`config.mk`:
```
export PLATFORM = sky130hd
export DESIGN_NAME = led_strip_frame_streamer
export DESIGN_NICKNAME = d
export VERILOG_FILES = /design/src/rtl/lsfs_pkg.sv /design/src/rtl/lsfs_frame_cursor.sv /design/src/rtl/led_strip_frame_streamer.sv
export SDC_FILE = /design/constraint.sdc
export NUM_CORES = 1
export LEC_CHECK = 0
export BUFFER_PORTS_ARGS = -buffer_cell sky130_fd_sc_hd__buf_2
export CAP_MARGIN = 10
export CORE_MARGIN = 3
export CORE_UTILIZATION = 35
export CTS_CLUSTER_SIZE = 28
export DETAILED_ROUTE_END_ITERATION = 10
export SLEW_MARGIN = 20
export SYNTH_ARGS = -nofsm -noshare
export SYNTH_HDL_FRONTEND = slang
export SYNTH_SLANG_ARGS = --single-unit
```
`constraint.sdc`:
```
create_clock -name clock -period 11.5 [get_ports clock]
set_input_delay 1.15 -clock clock [delete_from_list [all_inputs] [get_ports clock]]
set_output_delay 1.15 -clock clock [all_outputs]
set_load 0.1 [all_outputs]
```
`src/rtl/lsfs_pkg.sv`:
```
// Shared types and constants of the LED strip frame streamer.
`timescale 1ns / 1ps

package lsfs_pkg;

   // Colour bytes per LED and the slots of one LED record (brightness plus colours).
   localparam int BYTES_PER_LED = 3;
   localparam int SLOTS_PER_LED = BYTES_PER_LED + 1;

   // Marker bits above the five-bit brightness level.
   localparam logic [7:0] MARKER_BITS = 8'hE0;

   // Saturation value of the ready count.
   localparam logic [1:0] READY_MAX = 2'd2;

   // Input actions.
   localparam logic [1:0] ACT_NEXT  = 2'd0;
   localparam logic [1:0] ACT_WRITE = 2'd1;
   localparam logic [1:0] ACT_FILL  = 2'd2;
   localparam logic [1:0] ACT_CLEAR = 2'd3;

   // Frame part codes on the result channel.
   localparam logic [1:0] PART_START = 2'd0;
   localparam logic [1:0] PART_DATA  = 2'd1;
   localparam logic [1:0] PART_END   = 2'd2;

   typedef enum logic [1:0] {
      PH_START,
      PH_DATA,
      PH_END
   } phase_type;

   // Where the byte of a request comes from.
   typedef enum logic [1:0] {
      KIND_ZERO,
      KIND_BRIGHT,
      KIND_STORE
   } kind_type;

   typedef enum logic [1:0] {
      ST_SWEEP,
      ST_IDLE,
      ST_PUSH
   } state_type;

   typedef struct packed {
      logic [1:0] action;
      logic [6:0] byte_address;
      logic [7:0] byte_value;
      logic [7:0] fill_first;
      logic [7:0] fill_second;
      logic [7:0] fill_third;
      logic       mark_ready;
   } req_payload_type;

   typedef struct packed {
      logic [7:0] serial_byte;
      logic [1:0] frame_part;
      logic       frame_last;
   } rsp_payload_type;

   // What the frame cursor says about the next byte.
   typedef struct packed {
      logic       on;
      logic [1:0] part;
      logic       last;
      kind_type   kind;
   } cursor_type;

endpackage

```
`src/rtl/lsfs_frame_cursor.sv`:
```
// Frame position, ready count and streaming flag of the LED strip frame streamer.
`timescale 1ns / 1ps

module lsfs_frame_cursor #(
   parameter int LED_COUNT = 32,
   parameter int PAD_BYTES = 8
) (
   input  logic                  clock,
   input  logic                  reset,
   input  logic                  step,
   input  logic                  raise,
   output lsfs_pkg::cursor_type  cur,
   output logic [$clog2(LED_COUNT * lsfs_pkg::BYTES_PER_LED)-1:0] rd_addr
);
   import lsfs_pkg::*;

   localparam int STORE_SIZE = LED_COUNT * BYTES_PER_LED;
   localparam int ADDR_W     = $clog2(STORE_SIZE);
   localparam int POS_MAX    = (STORE_SIZE > PAD_BYTES) ? STORE_SIZE : PAD_BYTES;
   localparam int POS_W      = $clog2(POS_MAX + 1);
   localparam logic [POS_W-1:0] POS_STORE = POS_W'(STORE_SIZE);
   localparam logic [POS_W-1:0] POS_PAD   = POS_W'(PAD_BYTES);
   localparam logic [1:0]       SLOT_LAST = 2'(SLOTS_PER_LED - 1);

   phase_type        phase_ff, phase_in, phase_nx;
   logic [POS_W-1:0] pos_ff, pos_in, pos_nx, pos_inc;
   logic [1:0]       slot_ff, slot_in, slot_nx;
   logic [1:0]       rc_ff, rc_in;
   logic             on_ff, on_in, on_nx;

   always_ff @(posedge clock) begin
      if (reset) begin
         phase_ff <= PH_START;
         pos_ff   <= '0;
         slot_ff  <= '0;
         rc_ff    <= 2'd1;
         on_ff    <= 1'b1;
      end else begin
         phase_ff <= phase_in;
         pos_ff   <= pos_in;
         slot_ff  <= slot_in;
         rc_ff    <= rc_in;
         on_ff    <= on_in;
      end
   end

   assign rd_addr = pos_ff[ADDR_W-1:0];

   always_comb begin
      pos_inc  = pos_ff + 1'b1;
      phase_nx = phase_ff;
      pos_nx   = pos_inc;
      slot_nx  = slot_ff;
      on_nx    = on_ff;
      cur.on   = on_ff;
      cur.part = PART_START;
      cur.last = 1'b0;
      cur.kind = KIND_ZERO;
      rc_in    = rc_ff;
      unique case (phase_ff)
         PH_DATA: begin
            cur.part = PART_DATA;
            if (slot_ff == 2'd0) begin
               cur.kind = KIND_BRIGHT;
               pos_nx   = pos_ff;
               slot_nx  = 2'd1;
            end else begin
               cur.kind = KIND_STORE;
               slot_nx  = (slot_ff == SLOT_LAST) ? 2'd0 : slot_ff + 2'd1;
            end
            if (pos_nx >= POS_STORE) begin
               phase_nx = PH_END;
               pos_nx   = '0;
               slot_nx  = 2'd0;
            end
         end
         PH_END: begin
            cur.part = PART_END;
            if (pos_inc >= POS_PAD) begin
               cur.last = 1'b1;
               phase_nx = PH_START;
               pos_nx   = '0;
               if (rc_ff == 2'd0) begin
                  on_nx = 1'b0;
               end
            end
         end
         default: begin
            if (pos_inc >= POS_PAD) begin
               phase_nx = PH_DATA;
               pos_nx   = '0;
               slot_nx  = 2'd0;
               if (step && rc_ff != 2'd0) begin
                  rc_in = rc_ff - 2'd1;
               end
            end
         end
      endcase

      phase_in = step ? phase_nx : phase_ff;
      pos_in   = step ? pos_nx   : pos_ff;
      slot_in  = step ? slot_nx  : slot_ff;
      on_in    = step ? on_nx    : on_ff;

      // A store change marked ready raises the count and restarts streaming.
      if (raise) begin
         if (rc_ff < READY_MAX) begin
            rc_in = rc_ff + 2'd1;
         end
         on_in = 1'b1;
      end
   end

endmodule

```
`src/rtl/led_strip_frame_streamer.sv`:
```
// Top level of the LED strip frame streamer: colour store, sequencer and result register.
`timescale 1ns / 1ps

// Usage
// The req channel takes one word per action: a next-byte request, a single colour
// byte write, a fill of every LED with one colour, or a clear of the store. Each
// request made while streaming yields one rsp word: the serial byte, the frame part
// and a flag on the final byte of the end frame. Requests made while streaming is
// stopped yield nothing. The csr channel writes the five-bit brightness level and
// is always ready; write it only while the block is idle.
// The accepting edge of a request also reads its byte from the colour store, and
// the push step loads it into the rsp register once that register is free; only
// then is a new word accepted. A single byte write leaves the block ready for the
// next word. Fill and clear walk the store one byte a cycle, set by the single write
// port of the store. After reset the store is cleared by the same walk while
// req_ready stays low; csr writes are taken as usual.
// If the receiver stalls, the finished byte waits in the rsp register; one further
// word may be accepted and its byte is held until the register frees up.
module led_strip_frame_streamer #(
   parameter int LED_COUNT = 32,
   parameter int PAD_BYTES = 8
) (
   input  logic                       clock,
   input  logic                       reset,
   input  logic                       req_valid,
   output logic                       req_ready,
   input  lsfs_pkg::req_payload_type  req_payload,
   output logic                       rsp_valid,
   input  logic                       rsp_ready,
   output lsfs_pkg::rsp_payload_type  rsp_payload,
   input  logic                       csr_valid,
   output logic                       csr_ready,
   input  logic [4:0]                 csr_data
);
   import lsfs_pkg::*;

   localparam int STORE_SIZE = LED_COUNT * BYTES_PER_LED;
   localparam int ADDR_W     = $clog2(STORE_SIZE);
   localparam logic [ADDR_W-1:0] ADDR_LAST = ADDR_W'(STORE_SIZE - 1);
   localparam logic [7:0]        STORE_SIZE_B = 8'(STORE_SIZE);

   // Control and configuration registers.
   state_type        state_ff, state_in;
   logic [4:0]       bright_ff;
   logic             rsp_valid_ff, rsp_valid_in;
   rsp_payload_type  rsp_data_ff, rsp_data_in;

   // The byte being built for the pending request.
   kind_type         kind_ff, kind_in;
   logic [1:0]       part_ff, part_in;
   logic             last_ff, last_in;

   // Fill and clear walk over the store.
   logic [ADDR_W-1:0] sweep_ptr_ff, sweep_ptr_in;
   logic [1:0]        sweep_slot_ff, sweep_slot_in;
   logic [7:0]        fill_ff [BYTES_PER_LED];
   logic [7:0]        fill_in [BYTES_PER_LED];

   // Colour store.
   logic [7:0]        store_mem [STORE_SIZE];
   logic [7:0]        rdata_ff;
   logic              mem_we, mem_re;
   logic [ADDR_W-1:0] mem_waddr;
   logic [7:0]        mem_wdata;

   // Frame cursor.
   cursor_type        cur;
   logic [ADDR_W-1:0] cur_addr;
   logic              cur_step, cur_raise;

   logic req_fire, out_free;

   assign req_ready   = (state_ff == ST_IDLE);
   assign req_fire    = req_valid && req_ready;
   assign out_free    = !rsp_valid_ff || rsp_ready;
   assign rsp_valid   = rsp_valid_ff;
   assign rsp_payload = rsp_data_ff;
   assign csr_ready   = 1'b1;

   lsfs_frame_cursor #(
      .LED_COUNT (LED_COUNT),
      .PAD_BYTES (PAD_BYTES)
   ) u_cursor (
      .clock   (clock),
      .reset   (reset),
      .step    (cur_step),
      .raise   (cur_raise),
      .cur     (cur),
      .rd_addr (cur_addr)
   );

   always_ff @(posedge clock) begin
      if (reset) begin
         state_ff      <= ST_SWEEP;
         bright_ff     <= 5'd31;
         rsp_valid_ff  <= 1'b0;
         sweep_ptr_ff  <= '0;
         sweep_slot_ff <= '0;
         for (int i = 0; i < BYTES_PER_LED; i++) begin
            fill_ff[i] <= '0;
         end
      end else begin
         state_ff      <= state_in;
         rsp_valid_ff  <= rsp_valid_in;
         sweep_ptr_ff  <= sweep_ptr_in;
         sweep_slot_ff <= sweep_slot_in;
         fill_ff       <= fill_in;
         if (csr_valid && csr_ready) begin
            bright_ff <= csr_data;
         end
      end
   end

   always_ff @(posedge clock) begin
      rsp_data_ff <= rsp_data_in;
      kind_ff     <= kind_in;
      part_ff     <= part_in;
      last_ff     <= last_in;
   end

   // One write port and one registered read port.
   always_ff @(posedge clock) begin
      if (mem_we) begin
         store_mem[mem_waddr] <= mem_wdata;
      end
      if (mem_re) begin
         rdata_ff <= store_mem[cur_addr];
      end
   end

   always_comb begin
      state_in      = state_ff;
      rsp_valid_in  = rsp_valid_ff && !rsp_ready;
      rsp_data_in   = rsp_data_ff;
      kind_in       = kind_ff;
      part_in       = part_ff;
      last_in       = last_ff;
      sweep_ptr_in  = sweep_ptr_ff;
      sweep_slot_in = sweep_slot_ff;
      fill_in       = fill_ff;
      mem_we        = 1'b0;
      mem_re        = 1'b0;
      mem_waddr     = sweep_ptr_ff;
      mem_wdata     = fill_ff[sweep_slot_ff];
      cur_step      = 1'b0;
      cur_raise     = 1'b0;

      unique case (state_ff)
         ST_SWEEP: begin
            mem_we = 1'b1;
            if (sweep_ptr_ff == ADDR_LAST) begin
               sweep_ptr_in  = '0;
               sweep_slot_in = 2'd0;
               state_in      = ST_IDLE;
            end else begin
               sweep_ptr_in  = sweep_ptr_ff + 1'b1;
               sweep_slot_in = (sweep_slot_ff == 2'(BYTES_PER_LED - 1)) ?
                               2'd0 : sweep_slot_ff + 2'd1;
            end
         end
         ST_IDLE: begin
            if (req_fire) begin
               unique case (req_payload.action)
                  ACT_NEXT: begin
                     if (cur.on) begin
                        cur_step = 1'b1;
                        mem_re   = (cur.kind == KIND_STORE);
                        kind_in  = cur.kind;
                        part_in  = cur.part;
                        last_in  = cur.last;
                        state_in = ST_PUSH;
                     end
                  end
                  ACT_WRITE: begin
                     cur_raise = req_payload.mark_ready;
                     if ({1'b0, req_payload.byte_address} < STORE_SIZE_B) begin
                        mem_we    = 1'b1;
                        mem_waddr = ADDR_W'(req_payload.byte_address);
                        mem_wdata = req_payload.byte_value;
                     end
                  end
                  ACT_FILL: begin
                     cur_raise  = req_payload.mark_ready;
                     fill_in[0] = req_payload.fill_first;
                     fill_in[1] = req_payload.fill_second;
                     fill_in[2] = req_payload.fill_third;
                     state_in   = ST_SWEEP;
                  end
                  default: begin
                     cur_raise = req_payload.mark_ready;
                     for (int i = 0; i < BYTES_PER_LED; i++) begin
                        fill_in[i] = '0;
                     end
                     state_in = ST_SWEEP;
                  end
               endcase
            end
         end
         ST_PUSH: begin
            if (out_free) begin
               rsp_valid_in           = 1'b1;
               rsp_data_in.frame_part = part_ff;
               rsp_data_in.frame_last = last_ff;
               unique case (kind_ff)
                  KIND_BRIGHT: rsp_data_in.serial_byte = MARKER_BITS | {3'b000, bright_ff};
                  KIND_STORE:  rsp_data_in.serial_byte = rdata_ff;
                  default:     rsp_data_in.serial_byte = 8'h00;
               endcase
               state_in = ST_IDLE;
            end
         end
         default: begin
            state_in = ST_IDLE;
         end
      endcase
   end

   // A new result can only come out of the push step.
   assert property (@(posedge clock) disable iff (reset)
      $rose(rsp_valid_ff) |-> $past(state_ff == ST_PUSH))
      else $error("result appeared without a push step");

   // The store is never written and read in the same cycle.
   assert property (@(posedge clock) disable iff (reset)
      !(mem_we && mem_re))
      else $error("colour store written and read together");

   // The final-byte flag belongs to the end frame only.
   assert property (@(posedge clock) disable iff (reset)
      rsp_valid_ff |-> (!rsp_data_ff.frame_last || rsp_data_ff.frame_part == PART_END))
      else $error("frame_last outside the end frame");

   // A push step follows an accepted request or a stalled push.
   assert property (@(posedge clock) disable iff (reset)
      (state_ff == ST_PUSH) |-> ($past(state_ff == ST_IDLE) || $past(state_ff == ST_PUSH)))
      else $error("push step entered from the wrong state");

   // A stalled result word is not overwritten.
   assert property (@(posedge clock) disable iff (reset)
      (rsp_valid_ff && !rsp_ready) |=> $stable(rsp_data_ff))
      else $error("stalled result changed");

endmodule

```
======== Yosys cells after proc, flatten, opt, wreduce, memory -nomap -nowiden ========
Memory sizes are Yosys's and may differ from the RTL's. A register that Yosys moved wholly into a read port is not among the register bits.
Cells that the tools add are included.
word-level totals
  input bits .............................. 52
  bits in read-only memories .............. 0
  register bits ........................... 71
  output and inout bits ................... 14
  logic and storage cells ................. 138
  bits in writable memories ............... 768
  memories ................................ 1
  latch bits .............................. 0
operators by class
  shifts and indexed selects .............. 0
  div/mod/pow operators ................... 0
  bitwise logic cells ..................... 3
  add/subtract/negate cells ............... 6
  multiplexer cells ....................... 63
  reductions and logical operators ........ 22
  eq/ne operators ......................... 19
  $mul .................................... 0
  $lt $le $gt $ge ......................... 5
memory list
  memory     depth  width  rd ports  clocked after memory_dff  wr ports  RTL line                        text
  store_mem  96     8      1         1                         1         led_strip_frame_streamer.sv:60  logic [7:0] store_mem [STORE_SIZE];
operators with widths
  cell                                                                      number
  7-bit two-way mux                                                         10
  8-bit two-way mux                                                         6
  24-bit case mux with 2 select lines                                       1
  2-bit two-way mux                                                         19
  1-bit two-way mux                                                         19
  8-bit binary-select mux with 2-bit select                                 1
  2-bit case mux with 2 select lines                                        4
  8-bit case mux with 2 select lines                                        1
  7-bit by 1-bit adder with 7-bit output (second input constant)            2
  2-bit equality test (second input constant)                               7
  4-bit AND reduction                                                       3
  2-bit by 1-bit equality test with 1-bit output (second input constant)    4
  2-bit zero test                                                           4
  7-bit equality test (second input constant)                               1
  7-bit by 4-bit >= comparator with 1-bit output (second input constant)    1
  7-bit >= comparator (second input constant)                               1
  7-bit < comparator (second input constant)                                1
  2-bit by 1-bit adder with 2-bit output (second input constant)            3
  2-bit by 1-bit inequality test with 1-bit output (second input constant)  3
  2-bit inequality test (second input constant)                             3
  2-bit case mux with 3 select lines                                        1
  3-bit AND reduction                                                       2
  2-bit OR reduction                                                        3
  5-bit AND reduction                                                       1
  12 further kinds                                                          17

======== Depth between registers and ports, before layout ========
  word-level depth ........................ 10
  gate-level depth with buffers ........... 10
  depth with buffers taken out ............ 7

======== Hierarchy ========
A second synthesis with hierarchy kept.
second synthesis, totals
  cell total of the unflattened synthesis .. 1803
  area, all modules ....................... 33938.8 µm²
by module, submodules not included
  module                    area each (µm²)  cells each  times used  seq. area each (µm²)
  led_strip_frame_streamer  32870.3          1673        1           24603.6
  lsfs_frame_cursor         1068.5           130         1           280.3

======== Worst setup path after synthesis ========
Ideal clock, no wire load.
  kind .................................... input to register
  start point ............................. input req_payload[41] in the netlist's numbering
  end point ............................... memory store_mem[0][5], data pin
  setup slack ............................. 4921 ps
  data required time ...................... 10551 ps
  setup time .............................. 949 ps
  path buffers ............................ 2
  arrival time ............................ 5630 ps
  cell stages on the path ................. 5
  cells stage by stage .................... nand4bb_1 > a211oi_4 > clkbuf_1 > clkbuf_1 > o21ai_0
between the ends
  cells in the longest elaborated chain, start to end .. 4
RTL lines
  what                                            RTL line                         text
  start, declared                                 led_strip_frame_streamer.sv:27   input lsfs_pkg::req_payload_type req_payload,
  2-bit by 1-bit equality test with 1-bit output  led_strip_frame_streamer.sv:163  unique case (req_payload.action)
  8-bit two-way mux                               led_strip_frame_streamer.sv:163
  8-bit two-way mux                               led_strip_frame_streamer.sv:162  if (req_fire) begin
  8-bit two-way mux                               led_strip_frame_streamer.sv:148  unique case (state_ff)
  named net mem_wdata[5]                          led_strip_frame_streamer.sv:64   logic [7:0] mem_wdata;
  end, declared                                   led_strip_frame_streamer.sv:60
The timed path passes the listed nets, and every way through them passes these cells.

======== Final worst setup path ========
  start point ............................. input req_payload[40] in the netlist's numbering
  end point ............................... memory store_mem[26][4] (enable)
between the ends
  cells in the longest elaborated chain, start to end .. 6
  elaborated cells between the ends (all ways) .. 9
  those cells by class .................... 1 x eq/ne; 8 x mux
RTL lines
  what                                              RTL line                         text
  2-bit by 1-bit equality test with 1-bit output *  led_strip_frame_streamer.sv:163
  1-bit two-way mux                                 led_strip_frame_streamer.sv:163
  1-bit two-way mux                                 led_strip_frame_streamer.sv:162
  1-bit case mux with 2 select lines                led_strip_frame_streamer.sv:148
  1-bit two-way mux                                 led_strip_frame_streamer.sv:123  if (mem_we) begin
  1-bit two-way mux (not written as such)           led_strip_frame_streamer.sv:124  store_mem[mem_waddr] <= mem_wdata;
Mark *: on every way between the ends. The rest lies on a longest branch, timed or not.

==> results.yml <==
floorplanning:
  dieArea_sq_um: 100000
  rows: 113
  die_h_microns: 317
  io_pins: 66
  chipWidth_microns: 317
  core_sq_um: 95400
  start_util: 0.355
place:
  routabilityCongestion: 0.866
  place_inst: 3137
  place_hpwl_mm: 53.3
  placed_cell_area_sq_um: 35500
  io_buffers: 64
  dp_worst_setup_slack_ns: 6.49
timing:
  layout_setup_ws_ns: 7.20
  setup_viol: 0
  rsz0062_at_grt: "no"
  finalMaxSlewViolations: 0
  max_slew.worst_pin.slew_ns: 1.10
  fin_skew_ns: 0.0249
  fmax_mhz: 233
  fin_crit_sh: 0.374
  layout_min_cycle_time_ns: 4.30
  tns_ns: 0
  hold_violations: 0
  relSlewSlack: 0.267
hold_path:
  holdCritStartpoint: "part_ff[1]"
  holdPathEnd: "rsp_payload[2]"
  hold_depth: 0
  hp-class: "register to register"
detailed_routing:
  drtPass1Iterations: 5
  wire_per_inst_microns: 25.9
  drtIter0Drc: 2129
  via_per_inst: 5.54
  wl_mm: 85.3
  vias: 18247
  antenna_left: 0
  route.detailed.drc: 0
setup_path:
  critPathMaxFanout: 31
  worst_setup_path_start_kind: "primary input"
  end_kind: "register"
  r2r_end: "rdata_ff[7]"
  ff2ff_setup_slack_ns: 7.36
  r2r.worst_path.cells: 7
  path_class: "primary input to register"
  critPathArrivalTime_ns: 4.56
  timing.rr.start: "u_cursor.rd_addr[2]"
  crit_required_ns: 11.76
finish:
  drive_above_1_share: 0.202
  final_nets: 2020
  design_area_sq_um: 38300
  layout_common_cells: "edfxtp_1, nor2_1, mux4_2"
  final_common_cell: "edfxtp_1"
  syn2layout_area_growth_pct: 13.2
  final_cell_count_no_fill: 3291
synth:
  netlist_area_sq_um: 33800
  ys_types: 65
  yosysWarnings: 0
  synth-seq-cells: 847
  syn_inst: 1887
  yosys-top-cells-area: "edfxtp_1, mux4_2, dfxtp_1"
  yosysTopAreaCell: "edfxtp_1"
  syn_nets: 1949
  synth_seq_area_share: 0.735
  netlist.area_leader.share: 0.703
  ys.flop_type: "edfxtp_1"
  avgSynthCellArea_sq_um: 17.9
  synth_edf_count: 792
  ys_async_sr_fraction: 0
power:
  power_density_nw_per_um2: 164
  power.total_mw: 6.28
  ir_worst_vdd_v: 0.000110
  power.leakage_nw: 10.8
clock_network:
  clk_pin_slew_ns: 0.06
  postCtsSetupBuffers: 0
  cts_inserted_buffers: 84
  cts_root_buffer: "clkbuf_16"
  cts_tree: "yes"
  cts_hold_buf: 0
  cts_max_level: 3
  insertion_delay_ns: 0.64
  clockBufferDepth: 3
  clock_sinks: 847
  post_cts_resized: 0
global_routing:
  grt_antenna_before_repair: 1
  grt.total_usage: 0.171
  grt_max_degree: 86
  grt-ovfl-total: 0
  grt_pass1_wl_mm: 126
  grt_pass1_vias: 18261
outcome:
  status: "finished clean"
flow_run:
  drv_cap: 0
-- final cells by class --
cell class,instances,area [sq um]
antenna,1,2.50
clock buffer,99,2160
clock inverter,54,608
fill,8421,57100
inverter,23,86.3
multi-input combinational,911,8440
sequential,847,24900
tap,1265,1580
timing repair buffer,91,536
-- logic make-up after synthesis --
group	count (synthesis)	synth area share
flip-flops	847	0.735
AND/OR/NAND/NOR	380	0.0525
AO/OA/AOI/OAI	265	0.0561
multiplexers	252	0.133
buffers and inverters	129	0.0185
adder cells (fa/ha/maj)	10	0.00370
XOR/XNOR	3	0.000777
other	1	0.000111
-- state kept, by name, summed over array words and instances, names as in the netlist, 2 cells and up --
signal	cells
rdata_ff	8
u_cursor.phase_ff	2
u_cursor.rd_addr	7
sweep_ptr_ff	7
bright_ff	5
sweep_slot_ff	2
fill_ff	24
u_cursor.slot_ff	2
rsp_payload	11
u_cursor.rc_ff	2
kind_ff	2
part_ff	2
store_mem	768
state_ff	2
-- worst max-delay path by stage --
stage,startpoint,to,slack [ns],cells after the start
after floorplan,req_payload[41],store_mem[0][5],4.92,5
after global placement,req_payload[40],store_mem[2][1],6.68,6
after detailed placement,req_payload[40],store_mem[26][4],6.49,6
after CTS,req_payload[40],store_mem[26][4],7.15,6
after global routing,req_payload[40],store_mem[26][4],7.01,6
final,req_payload[40],store_mem[26][4],7.20,6
-- through the flow --
stage	hold WS [ns]	utilization
floorplan	0.400	-
global placement	0.409	0.372
detailed placement	0.413	0.372
CTS	0.427	0.401
global route	0.440	0.401
finish	0.423	0.401
-- critical path: stages --
cell,delay (ns)
buf_2,0.43
inv_1,0.19
a211oi_4,0.59
mux2i_1,0.47
nand3_1,0.79
nor2_1,0.92
-- Yosys cell counts (7+ instances only) --
library cell and instances:
buf_4 15, clkbuf_1 48, o221ai_1 12, nor3_1 13, a221oi_1 14, o22ai_1 23
a22o_1 19, nand3_1 22, dfxtp_1 55, buf_1 9, a211o_1 12, nor2_1 168
nand4_1 8, nand2b_1 17, mux2_2 9, edfxtp_1 792, a22oi_1 38, nor2b_1 21
o211ai_1 9, a211oi_1 16, mux2i_1 86, o21ai_0 16, mux4_2 157, buf_2 28
nand2_1 79, nor3b_1 26, o22a_1 12, inv_1 21, ha_1 10, and2_1 7
a21oi_1 61
-- report_power, final --
part | internal, mW | switching, mW | total (mW)
combinational | 0.0468 | 0.110 | 0.157
sequential | 3.35 | 0.0144 | 3.37
clock | 1.58 | 1.18 | 2.76
total | 4.98 | 1.30 | 6.28
-- per-layer routing --
| layer | global-route usage | part of all wire | up-vias |
|---|---|---|---|
| met5 | 0 | 0 | - |
| met4 | 0.0508 | 0.027 | 0 |
| met3 | 0.0235 | 0.070 | 142 |
| met2 | 0.274 | 0.48 | 810 |
| met1 | 0.243 | 0.43 | 9531 |
| li1 | - | - | 7764 |
(Power assumes the default switching activity.)
